**src/srf_pkg.sv**
```systemverilog
// ----------------------------------------------------------------------------
// srf_pkg - shared types, constants and crc functions of the record framer
//
// Holds the framing constants, the burst type handed from the framing engine
// to the byte serializer, and the crc-8 helpers (poly 0x31, msb first).
// ----------------------------------------------------------------------------
`default_nettype none

package srf_pkg;

   // framing constants
   localparam logic [7:0] SYNC_HI     = 8'hAA;
   localparam logic [7:0] SYNC_LO     = 8'h55;
   localparam logic [7:0] CRC_POLY    = 8'h31;
   localparam logic [7:0] CRC_INIT    = 8'hFF;
   localparam logic [7:0] MAX_PAYLOAD = 8'd255;

   // request kinds
   localparam logic REQ_HEADER  = 1'b0;
   localparam logic REQ_PAYLOAD = 1'b1;

   // a header burst: sync pair, type, eight timestamp bytes, optional crc
   localparam int BURST_MAX   = 12;
   localparam int BURST_CNT_W = 4;
   localparam int HDR_BITS    = 72;

   typedef struct packed {
      logic [BURST_MAX-1:0][7:0] bytes;
      logic [BURST_MAX-1:0]      eor;
      logic [BURST_CNT_W-1:0]    count;
   } srf_burst_type;

   typedef logic [7:0][HDR_BITS-1:0] srf_hdr_mask_type;

   // bit-serial crc over the header message, bit 71 first (elaboration only)
   function automatic logic [7:0] crc_serial(input logic [7:0] init,
                                             input logic [HDR_BITS-1:0] msg);
      logic [7:0] c;
      logic       fb;
      c = init;
      for (int k = HDR_BITS - 1; k >= 0; k--) begin
         fb = c[7] ^ msg[k];
         c  = {c[6:0], 1'b0} ^ (fb ? CRC_POLY : 8'h00);
      end
      return c;
   endfunction

   // per crc bit, the set of message bits that feed it
   function automatic srf_hdr_mask_type hdr_masks();
      srf_hdr_mask_type m;
      logic [7:0]       col;
      m = '0;
      for (int k = 0; k < HDR_BITS; k++) begin
         col = crc_serial(8'h00, HDR_BITS'(1) << k);
         for (int j = 0; j < 8; j++) begin
            m[j][k] = col[j];
         end
      end
      return m;
   endfunction

   localparam srf_hdr_mask_type HDR_MASK = hdr_masks();
   localparam logic [7:0]       HDR_BASE = crc_serial(CRC_INIT, '0);

   // header crc as a parity network: one xor tree per crc bit
   function automatic logic [7:0] hdr_crc(input logic [HDR_BITS-1:0] msg);
      logic [7:0] c;
      for (int j = 0; j < 8; j++) begin
         c[j] = HDR_BASE[j] ^ (^(msg & HDR_MASK[j]));
      end
      return c;
   endfunction

   // fold one byte into the running crc
   function automatic logic [7:0] crc_fold(input logic [7:0] crc,
                                           input logic [7:0] data);
      logic [7:0] c;
      c = crc ^ data;
      for (int b = 0; b < 8; b++) begin
         c = {c[6:0], 1'b0} ^ (c[7] ? CRC_POLY : 8'h00);
      end
      return c;
   endfunction

endpackage

`default_nettype wire

```
**src/srf_engine.sv**
```systemverilog
// ----------------------------------------------------------------------------
// srf_engine - input register and record framing logic
//
// Registers each request word, then in one pass builds the burst of output
// bytes it causes and updates the record state (open flag, payload count,
// running crc). A word leaves the input register once the serializer can take
// its burst, or at once if it causes no bytes.
// ----------------------------------------------------------------------------
`default_nettype none

module srf_engine (
   input  wire logic                  clock,
   input  wire logic                  reset,
   input  wire logic                  req_valid,
   output logic                       req_stall,
   input  wire logic                  req_type,
   input  wire logic [7:0]            req_rec_type,
   input  wire logic [63:0]           req_timestamp,
   input  wire logic [7:0]            req_data_byte,
   input  wire logic                  req_last,
   input  wire logic                  burst_ready,
   output logic                       burst_load,
   output srf_pkg::srf_burst_type     burst
);
   import srf_pkg::*;

   logic        hold_valid_ff, hold_valid_in;
   logic        hold_type_ff;
   logic [7:0]  hold_rec_type_ff;
   logic [63:0] hold_timestamp_ff;
   logic [7:0]  hold_data_ff;
   logic        hold_last_ff;

   logic        open_ff, open_in;
   logic [7:0]  count_ff, count_in;
   logic [7:0]  crc_ff, crc_in;

   logic                consume;
   logic                take;
   logic [HDR_BITS-1:0] hdr_msg;
   logic [7:0]          hdr_crc_val;
   logic                keep;
   logic [7:0]          pay_crc;

   // header message: type, then timestamp least significant byte first
   always_comb begin
      hdr_msg[HDR_BITS-1 -: 8] = hold_rec_type_ff;
      for (int i = 0; i < 8; i++) begin
         hdr_msg[63 - 8*i -: 8] = hold_timestamp_ff[8*i +: 8];
      end
   end

   assign hdr_crc_val = hdr_crc(hdr_msg);
   assign keep        = (count_ff < MAX_PAYLOAD);
   assign pay_crc     = keep ? crc_fold(crc_ff, hold_data_ff) : crc_ff;

   // burst and next record state
   always_comb begin
      burst    = '0;
      open_in  = open_ff;
      count_in = count_ff;
      crc_in   = crc_ff;
      if (hold_type_ff == REQ_HEADER) begin
         burst.bytes[0] = SYNC_HI;
         burst.bytes[1] = SYNC_LO;
         burst.bytes[2] = hold_rec_type_ff;
         for (int i = 0; i < 8; i++) begin
            burst.bytes[3 + i] = hold_timestamp_ff[8*i +: 8];
         end
         burst.bytes[11] = hdr_crc_val;
         burst.eor[11]   = hold_last_ff;
         burst.count     = hold_last_ff ? BURST_CNT_W'(12) : BURST_CNT_W'(11);
         open_in         = !hold_last_ff;
         count_in        = '0;
         crc_in          = hold_last_ff ? CRC_INIT : hdr_crc_val;
      end else if (open_ff) begin
         // payload byte if room is left, then crc byte on last
         burst.bytes[0] = keep ? hold_data_ff : pay_crc;
         burst.bytes[1] = pay_crc;
         burst.eor[0]   = !keep && hold_last_ff;
         burst.eor[1]   = keep && hold_last_ff;
         burst.count    = BURST_CNT_W'(keep) + BURST_CNT_W'(hold_last_ff);
         if (hold_last_ff) begin
            open_in  = 1'b0;
            count_in = '0;
            crc_in   = CRC_INIT;
         end else begin
            count_in = 8'(count_ff + 8'(keep));
            crc_in   = pay_crc;
         end
      end
   end

   // handshake of the input register
   assign consume    = hold_valid_ff && ((burst.count == '0) || burst_ready);
   assign burst_load = consume && (burst.count != '0);
   assign req_stall  = hold_valid_ff && !consume;
   assign take       = req_valid && !req_stall;

   always_comb begin
      hold_valid_in = hold_valid_ff;
      if (!req_stall) begin
         hold_valid_in = req_valid;
      end
   end

   // control state
   always_ff @(posedge clock) begin
      if (reset) begin
         hold_valid_ff <= 1'b0;
         open_ff       <= 1'b0;
         count_ff      <= '0;
         crc_ff        <= CRC_INIT;
      end else begin
         hold_valid_ff <= hold_valid_in;
         if (consume) begin
            open_ff  <= open_in;
            count_ff <= count_in;
            crc_ff   <= crc_in;
         end
      end
   end

   // input payload register
   always_ff @(posedge clock) begin
      if (take) begin
         hold_type_ff      <= req_type;
         hold_rec_type_ff  <= req_rec_type;
         hold_timestamp_ff <= req_timestamp;
         hold_data_ff      <= req_data_byte;
         hold_last_ff      <= req_last;
      end
   end

endmodule

`default_nettype wire

```
**src/srf_serializer.sv**
```systemverilog
// ----------------------------------------------------------------------------
// srf_serializer - burst buffer and output word register
//
// Holds one burst of up to twelve bytes and shifts it out one byte per cycle,
// while rsp_stall allows, into the output register. A new burst is taken when
// the buffer is empty or its last byte moves out in the same cycle.
// ----------------------------------------------------------------------------
`default_nettype none

module srf_serializer (
   input  wire logic                  clock,
   input  wire logic                  reset,
   input  wire logic                  burst_load,
   input  wire srf_pkg::srf_burst_type burst,
   output logic                       burst_ready,
   output logic                       rsp_valid,
   input  wire logic                  rsp_stall,
   output logic [7:0]                 rsp_out_byte,
   output logic                       rsp_end_of_record
);
   import srf_pkg::*;

   srf_burst_type buf_ff, buf_in;
   logic          out_valid_ff, out_valid_in;
   logic [7:0]    out_byte_ff;
   logic          out_eor_ff;
   logic          move;

   // a byte moves when one is buffered and the output register frees up
   assign move        = (buf_ff.count != '0) && (!out_valid_ff || !rsp_stall);
   assign burst_ready = (buf_ff.count == '0) ||
                        ((buf_ff.count == BURST_CNT_W'(1)) && move);

   // buffer next value: load a new burst or shift down by one byte
   always_comb begin
      buf_in = buf_ff;
      if (burst_load) begin
         buf_in = burst;
      end else if (move) begin
         for (int i = 0; i < BURST_MAX - 1; i++) begin
            buf_in.bytes[i] = buf_ff.bytes[i + 1];
            buf_in.eor[i]   = buf_ff.eor[i + 1];
         end
         buf_in.count = BURST_CNT_W'(buf_ff.count - BURST_CNT_W'(1));
      end
   end

   // output valid next value
   always_comb begin
      out_valid_in = out_valid_ff;
      if (move) begin
         out_valid_in = 1'b1;
      end else if (out_valid_ff && !rsp_stall) begin
         out_valid_in = 1'b0;
      end
   end

   // control state, buffer bytes and output word
   always_ff @(posedge clock) begin
      if (reset) begin
         buf_ff.count <= '0;
         out_valid_ff <= 1'b0;
      end else begin
         buf_ff.count <= buf_in.count;
         out_valid_ff <= out_valid_in;
      end
      buf_ff.bytes <= buf_in.bytes;
      buf_ff.eor   <= buf_in.eor;
      if (move) begin
         out_byte_ff <= buf_ff.bytes[0];
         out_eor_ff  <= buf_ff.eor[0];
      end
   end

   assign rsp_valid         = out_valid_ff;
   assign rsp_out_byte      = out_byte_ff;
   assign rsp_end_of_record = out_eor_ff;

endmodule

`default_nettype wire

```
**src/sync_record_framer_crc8.sv**
```systemverilog
// ----------------------------------------------------------------------------
// sync_record_framer_crc8 - log record framer with crc-8 trailer
//
// Turns header and payload words into a byte stream of framed records.
// ----------------------------------------------------------------------------
// A header word (req_type 0) sends 0xAA 0x55, the record type and the eight
// timestamp bytes, least significant first, and opens a record; a payload
// word (req_type 1) sends its byte. A word with req_last set also sends the
// crc-8 byte (poly 0x31, init 0xFF, msb first, over type, timestamp and
// payload) flagged by rsp_end_of_record and closes the record. Payload words
// with no open record are dropped; bytes past 255 per record are dropped but
// a dropped last word still closes the record; a header abandons any open
// record. The output runs at one byte per cycle while rsp_stall is low: a
// payload word sends up to two bytes (its byte and the crc), a header eleven
// or twelve. A word's first byte reaches the output after passing the input
// register, the burst buffer and the output register.
// ----------------------------------------------------------------------------
`default_nettype none

module sync_record_framer_crc8 (
   input  wire logic        clock,
   input  wire logic        reset,
   input  wire logic        req_valid,
   output logic             req_stall,
   input  wire logic        req_type,
   input  wire logic [7:0]  req_rec_type,
   input  wire logic [63:0] req_timestamp,
   input  wire logic [7:0]  req_data_byte,
   input  wire logic        req_last,
   output logic             rsp_valid,
   input  wire logic        rsp_stall,
   output logic [7:0]       rsp_out_byte,
   output logic             rsp_end_of_record
);
   import srf_pkg::*;

   srf_burst_type burst;
   logic          burst_load;
   logic          burst_ready;

   // framing engine
   srf_engine u_engine (
      .clock         (clock),
      .reset         (reset),
      .req_valid     (req_valid),
      .req_stall     (req_stall),
      .req_type      (req_type),
      .req_rec_type  (req_rec_type),
      .req_timestamp (req_timestamp),
      .req_data_byte (req_data_byte),
      .req_last      (req_last),
      .burst_ready   (burst_ready),
      .burst_load    (burst_load),
      .burst         (burst)
   );

   // byte serializer
   srf_serializer u_serializer (
      .clock             (clock),
      .reset             (reset),
      .burst_load        (burst_load),
      .burst             (burst),
      .burst_ready       (burst_ready),
      .rsp_valid         (rsp_valid),
      .rsp_stall         (rsp_stall),
      .rsp_out_byte      (rsp_out_byte),
      .rsp_end_of_record (rsp_end_of_record)
   );

endmodule

`default_nettype wire

```
**config.mk**
```make
export PLATFORM = sky130hd
export DESIGN_NAME = sync_record_framer_crc8
export DESIGN_NICKNAME = d
export VERILOG_FILES = /design/src/srf_pkg.sv /design/src/srf_engine.sv /design/src/srf_serializer.sv /design/src/sync_record_framer_crc8.sv
export SDC_FILE = /design/constraint.sdc
export NUM_CORES = 1
export LEC_CHECK = 0
export ABC_AREA = 1
export BUFFER_PORTS_ARGS = -buffer_cell sky130_fd_sc_hd__buf_2
export CAP_MARGIN = 20
export CORE_ASPECT_RATIO = 0.8
export CORE_UTILIZATION = 30
export CTS_BUF_LIST = sky130_fd_sc_hd__clkbuf_2
export CTS_CLUSTER_SIZE = 16
export DETAILED_ROUTE_END_ITERATION = 8
export PLACE_DENSITY_LB_ADDON = 0.08
export SYNTH_ARGS = -nofsm -noshare
export SYNTH_HDL_FRONTEND = slang
export SYNTH_HIERARCHICAL = 1
export SYNTH_SLANG_ARGS = --single-unit
export TNS_END_PERCENT = 5
```
**constraint.sdc**
```tcl
create_clock -name clock -period 11.5 [get_ports clock]
set_clock_uncertainty 0.2 [all_clocks]
set_input_delay 2.3 -clock clock [delete_from_list [all_inputs] [get_ports clock]]
set_output_delay 2.3 -clock clock [all_outputs]
set_load 0.01 [all_outputs]
```
[Word level (Yosys, flattened, before mapping)]
Cells that the tools add are included.
Widths: inputs -> output; s select.
Storage, ports and cells
  flip-flop bits (word level): 222
  input port bits: 86
  output and inout bits: 11
  logic and storage cells: 113
Cells by class
  add/sub/neg operators: 3
  $lt $le $gt $ge: 1
  eq/ne operators: 2
  multiplexer cells: 33
  bitwise logic cells: 13
  reduce and logical (&&, ||, !) cells: 33
Operator list (count)
  $reduce_xor 72->1: 8
  $mux 88: 2
  $mux 72: 1
  $mux 8: 9
  $xor 8x8->8: 9
  $mux 6: 11
  $mux 16: 2
  $logic_and 1x1->1: 9
  $add 8x1->8: 1
  $logic_not 4->1: 2
  $lt 8x8->1 const B: 1
  $reduce_bool 4->1: 2
  $logic_not 1->1: 6
  $mux 1: 5
  $eq 4x1->1 const B: 1
  $mux 4: 1
  $not 1->1: 4
  $reduce_bool 2->1: 2
  $sub 4x1->4 const B: 1
  $logic_or 1x1->1: 3
  $mux 3: 1
  $add 1x1->2: 1
  $mux 2: 1
  $ne 2x2->1 const B: 1
  $reduce_and 2->1: 1

[Longest topological paths before layout]
  word-level depth: 22
  depth in mapped cells: 21

[By module]
The synthesis kept the hierarchy.
By module, submodules not included
  srf_engine: instances 1, cells an instance 1344, area an instance 8597.0 sq um
  srf_serializer: instances 1, cells an instance 479, area an instance 5048.6 sq um

[Worst setup path after synthesis]
Ideal clock, no wire load.
  path type: input to output
  start: input rsp_stall
  end: output req_stall
  arrival time: 2.791 ns
  required time: 9.000 ns
  setup slack: 6.209 ns
  stages: 6
  path through: nand2_1 > inv_1 > o21ai_0 > inv_1 > nand2_1 > nor2_1
On the way
  word-level cells in the longest chain between the ends: 9
Ends and longest elaborated chain
  start: declaration: line sync_record_framer_crc8.sv:31  | input wire logic rsp_stall,
  $logic_not 1->1: line srf_serializer.sv:30  | assign move = (buf_ff.count != '0) && (!out_valid_ff || !rsp_stall);
  $logic_or 1x1->1: line srf_serializer.sv:30
  $logic_and 1x1->1: line srf_serializer.sv:30
  $logic_and 1x1->1: line srf_serializer.sv:32  | ((buf_ff.count == BURST_CNT_W'(1)) && move);
  $logic_or 1x1->1: line srf_serializer.sv:31  | assign burst_ready = (buf_ff.count == '0) ||
  via burst_ready: line sync_record_framer_crc8.sv:39  | logic burst_ready;
  $logic_or 1x1->1: line srf_engine.sv:95  | assign consume = hold_valid_ff && ((burst.count == '0) || burst_ready);
  $logic_and 1x1->1: line srf_engine.sv:95
  $logic_not 1->1: line srf_engine.sv:97  | assign req_stall = hold_valid_ff && !consume;
  $logic_and 1x1->1: line srf_engine.sv:97
  end: declaration: line sync_record_framer_crc8.sv:24  | output logic req_stall,
The timed path passes the listed nets, and every way through them passes these cells.

[Worst setup path after layout]
  start: register u_engine.count_ff[2]
  end: output req_stall
On the way
  word-level cells in the longest chain between the ends: 9
Ends and longest elaborated chain
  start: declaration: line srf_engine.sv:35  | logic [7:0] count_ff, count_in;
  start signal: assignment: line srf_engine.sv:118  | count_ff <= count_in;
  $lt 8x8->1: line srf_engine.sv:54  | assign keep = (count_ff < MAX_PAYLOAD);
  $add 1x1->2: line srf_engine.sv:82  | burst.count = BURST_CNT_W'(keep) + BURST_CNT_W'(hold_last_ff);
  $mux 6: line srf_engine.sv:76  | end else if (open_ff) begin
  $mux 4: line srf_engine.sv:63  | if (hold_type_ff == REQ_HEADER) begin
  $logic_not 4->1: line srf_engine.sv:95
  $logic_or 1x1->1: line srf_engine.sv:95
  $logic_and 1x1->1: line srf_engine.sv:95
  $logic_not 1->1: line srf_engine.sv:97
  $logic_and 1x1->1: line srf_engine.sv:97
No other way between the ends.

==> flow_metrics.py <==
metrics = {
    "global_routing": {
        "grt_max_degree": 105,
        "antenna_found_initial": 1,
        "grt_pass1_wl_um": 59980,
        "track_usage_pct": 16.92,
        "grt_overflow_total": 0,
        "grt_pass1_vias": 10801,
    },
    "setup_path": {
        "critPathMaxFanout": 15,
        "worstSetupPathType": "flip-flop to output port",
        "rr_worst_depth": 16,
        "worstSetupStartpointType": "flip-flop",
        "timing.rr.start": "u_engine/count_ff[2]",
        "required_ns": 9.00,
        "worstSetupStartpoint": "u_engine/count_ff[2]",
        "arrival_ns": 3.37,
        "critPathCaptureType": "output port",
    },
    "timing": {
        "setup_viol": 0,
        "finalHoldViolations": 0,
        "slew_headroom_pct": 44.42,
        "setup_ws_ns": 5.633,
        "worst_pin_slew_ns": 0.8337,
        "fin_crit_sh_pct": 51.02,
        "maxClockFrequency_mhz": 170.4,
        "final.setup.tns_ns": 0,
        "fin_crit_ns": 5.867,
        "slew_violations": 0,
        "rsz0062_at_grt": "no",
    },
    "worst_hold_path": {
        "holdPathStages": 0,
        "hold_path.startpoint": "u_serializer/buf_ff[18]",
        "hp-class": "flip-flop to flip-flop",
    },
    "placed_design": {
        "place_area_sq_mm": 0.01465,
        "hpwl_um": 27450,
        "portBuffers": 96,
        "dp.cells": 2481,
        "pre_cts_slack_ns": 5.891,
        "place.gp.congestion": 0.8116,
    },
    "cells_and_area": {
        "multiInputGateArea_sq_mm": 0.006171,
        "final_cells": 2593,
        "design_area_sq_mm": 0.01527,
        "fin_nets": 2035,
        "area_growth_pct": 11.88,
        "fin_util_pct": 34.21,
        "drive_above_1_share_pct": 16.34,
        "fill_cells": 4804,
        "seqCellArea_sq_mm": 0.006436,
    },
    "detailed_routing": {
        "drt_iter0_drc": 706,
        "wl_per_cell_um": 14.55,
        "first_pass_iters": 7,
        "viasPerCell": 4.412,
        "wl_um": 37730,
        "ant_nets": 0,
        "drcViolationCount": 0,
        "vias": 11440,
    },
    "clock_tree": {
        "ctsHoldBuffers": 0,
        "clock-sinks": 222,
        "clkTransAtPathRegs_ns": 0.11,
        "post_cts_buffers": 0,
        "htree_num_levels": 2,
        "clkLatencyLatePin_ns": 1.03,
        "cts_made_buffers": 61,
        "cts_resized": 0,
        "clockBufferDepth": 3,
        "cts_root_buffer": "clkbuf_2",
        "cts_tree": "done",
    },
    "run": {
        "max_cap_violations": 0,
    },
    "floorplanning": {
        "start_util_pct": 30.57,
        "io_pins": 97,
        "coreArea_sq_mm": 0.04463,
        "placementRows": 69,
        "dieArea_sq_mm": 0.04635,
        "die_y_um": 192.8,
        "die_w_um": 240.4,
    },
    "logic_synthesis": {
        "syn_avg_cell_area_sq_um": 7.485,
        "synth-main-ff-cell": "edfxtp_1",
        "synth_seq_cells": 222,
        "syn-cell-area_sq_mm": 0.01365,
        "synth_edf_count": 199,
        "synth_cells": 1823,
        "synth_warnings": 6,
        "async_flop_share_pct": 0,
        "seq_area_frac_synth_pct": 47.17,
        "ys_types": 45,
    },
    "pwr": {
        "leakagePower_uw": 0.007611,
        "irDropWorstVdd_mv": 0.1004,
        "p_per_area_mw_per_mm2": 197.7,
    },
    "outcome": {
        "outcome": "finished, final reports clean",
    },
}
[layout make-up]
class / instances / share of cell area (%)
sequential: 222 / 42.16
multi-input combinational: 1355 / 40.42
tap: 603 / 4.942
inverter: 198 / 4.917
timing repair buffer: 105 / 3.852
clock buffer: 97 / 3.180
clock inverter: 12 / 0.5163
antenna: 1 / 0.01639
[registers in the layout (all words and copies together), names as in the netlist]
register                        count
u_engine/crc_ff                     8
u_engine/hold_last_ff               1
u_engine/hold_valid_ff              1
u_engine/hold_data_ff               8
u_engine/hold_timestamp_ff         64
u_engine/hold_rec_type_ff           8
u_serializer/buf_ff               112
u_engine/hold_type_ff               1
u_serializer/rsp_end_of_record      1
u_serializer/rsp_out_byte           8
u_engine/count_ff                   8
u_engine/open_ff                    1
u_serializer/rsp_valid              1
[critical path, cell delays in order, from the launching register on]
cell and delay (ns):
dfxtp_1 0.38, nand2_1 0.13, nor2_2 0.18, inv_2 0.07
nor3_4 0.38, inv_2 0.27, ha_1 0.35, nand3_1 0.10
nand3_1 0.15, nand2_1 0.08, nor2_1 0.12, buf_2 0.15
[power breakdown]
group	internal, uW	total [uW]	leakage (uW)	switching (uW)
logic	322	1040	0.00502	716
clock network	244	600	0.000440	357
registers	1260	1380	0.00215	121
[logic make-up (layout without fill, tap and decap cells)]
| logic type | count (synthesis) | count (layout) | synth area share [%] |
|---|---|---|---|
| adders and majority gates | 6 | 6 | 0.5501 |
| muxes | 1 | 1 | 0.07336 |
| and+or+nand+nor | 1199 | 1199 | 36.17 |
| other | 1 | 10 | 0.02748 |
| xor gates and xnor gates | 88 | 88 | 5.978 |
| buffers and inverters | 254 | 412 | 7.831 |
| DFF | 222 | 222 | 47.17 |
| AOI/OAI and AO/OA | 52 | 52 | 2.201 |
[cells in the final DEF, fill, tap and decap left out, types with 15 or more instances in the layout]
| cell type | count |
|---|---|
| xor2_1 | 42 |
| buf_2 | 96 |
| nand2_2 | 31 |
| inv_2 | 51 |
| edfxtp_1 | 199 |
| a21oi_1 | 22 |
| nor2_1 | 104 |
| dfxtp_1 | 23 |
| o21ai_0 | 15 |
| xnor2_1 | 40 |
| nand3_1 | 139 |
| inv_1 | 139 |
| clkbuf_2 | 97 |
| nand2_1 | 881 |
[path summary, 6_finish.rpt]
| kind | to | slack [ns] |
|---|---|---|
| worst max register to register | u_serializer/buf_ff[63] | 6.72 |
| worst max-delay path | req_stall | 5.63 |
| worst min register to register | u_serializer/rsp_out_byte[2] | 0.21 |
| worst min-delay path | u_serializer/rsp_out_byte[2] | 0.21 |
[per-layer routing]
metal	wire length, um	vias up	GRT usage [%]
li1	-	5996	-
met1	19340	5158	24.31
met2	15940	226	25.66
met3	1687	60	2.947
met4	753	0	5.194
met5	0	-	0
[cell usage after synthesis, types with 2 or more instances]
cell | instances | share of area [%]
nand2_1 | 881 | 24
edfxtp_1 | 199 | 44
inv_1 | 141 | 3.9
nand3_1 | 139 | 5.1
nor2_1 | 104 | 2.9
inv_2 | 51 | 1.4
xor2_1 | 42 | 2.7
xnor2_1 | 40 | 2.6
nand2_2 | 31 | 1.4
dfxtp_1 | 23 | 3.4
a21oi_1 | 22 | 0.81
buf_4 | 19 | 1.0
buf_2 | 18 | 0.66
o21ai_0 | 15 | 0.55
nand3_2 | 12 | 0.88
clkbuf_1 | 11 | 0.30
ha_1 | 6 | 0.55
nor2_2 | 6 | 0.28
nor3_1 | 6 | 0.22
buf_1 | 5 | 0.14
nand3b_1 | 5 | 0.28
xnor2_2 | 5 | 0.60
a31oi_1 | 4 | 0.18
clkinv_1 | 4 | 0.11
nand4_1 | 4 | 0.18
nand2_4 | 3 | 0.25
o31ai_1 | 3 | 0.17
buf_6 | 2 | 0.17
inv_4 | 2 | 0.092
nor4_1 | 2 | 0.092
o21ai_2 | 2 | 0.13
o21bai_1 | 2 | 0.11
or2_1 | 2 | 0.092
[stage by stage]
step / total power, uW / hold WS [ns]
CTS: 3087 / 0.1993
detailed placement: 2455 / 0.2105
global placement: 2445 / 0.2016
finish: 3019 / 0.2076
global route: 3295 / 0.2196
floorplan: 2115 / 0.2003
(Power assumes the default switching activity.)
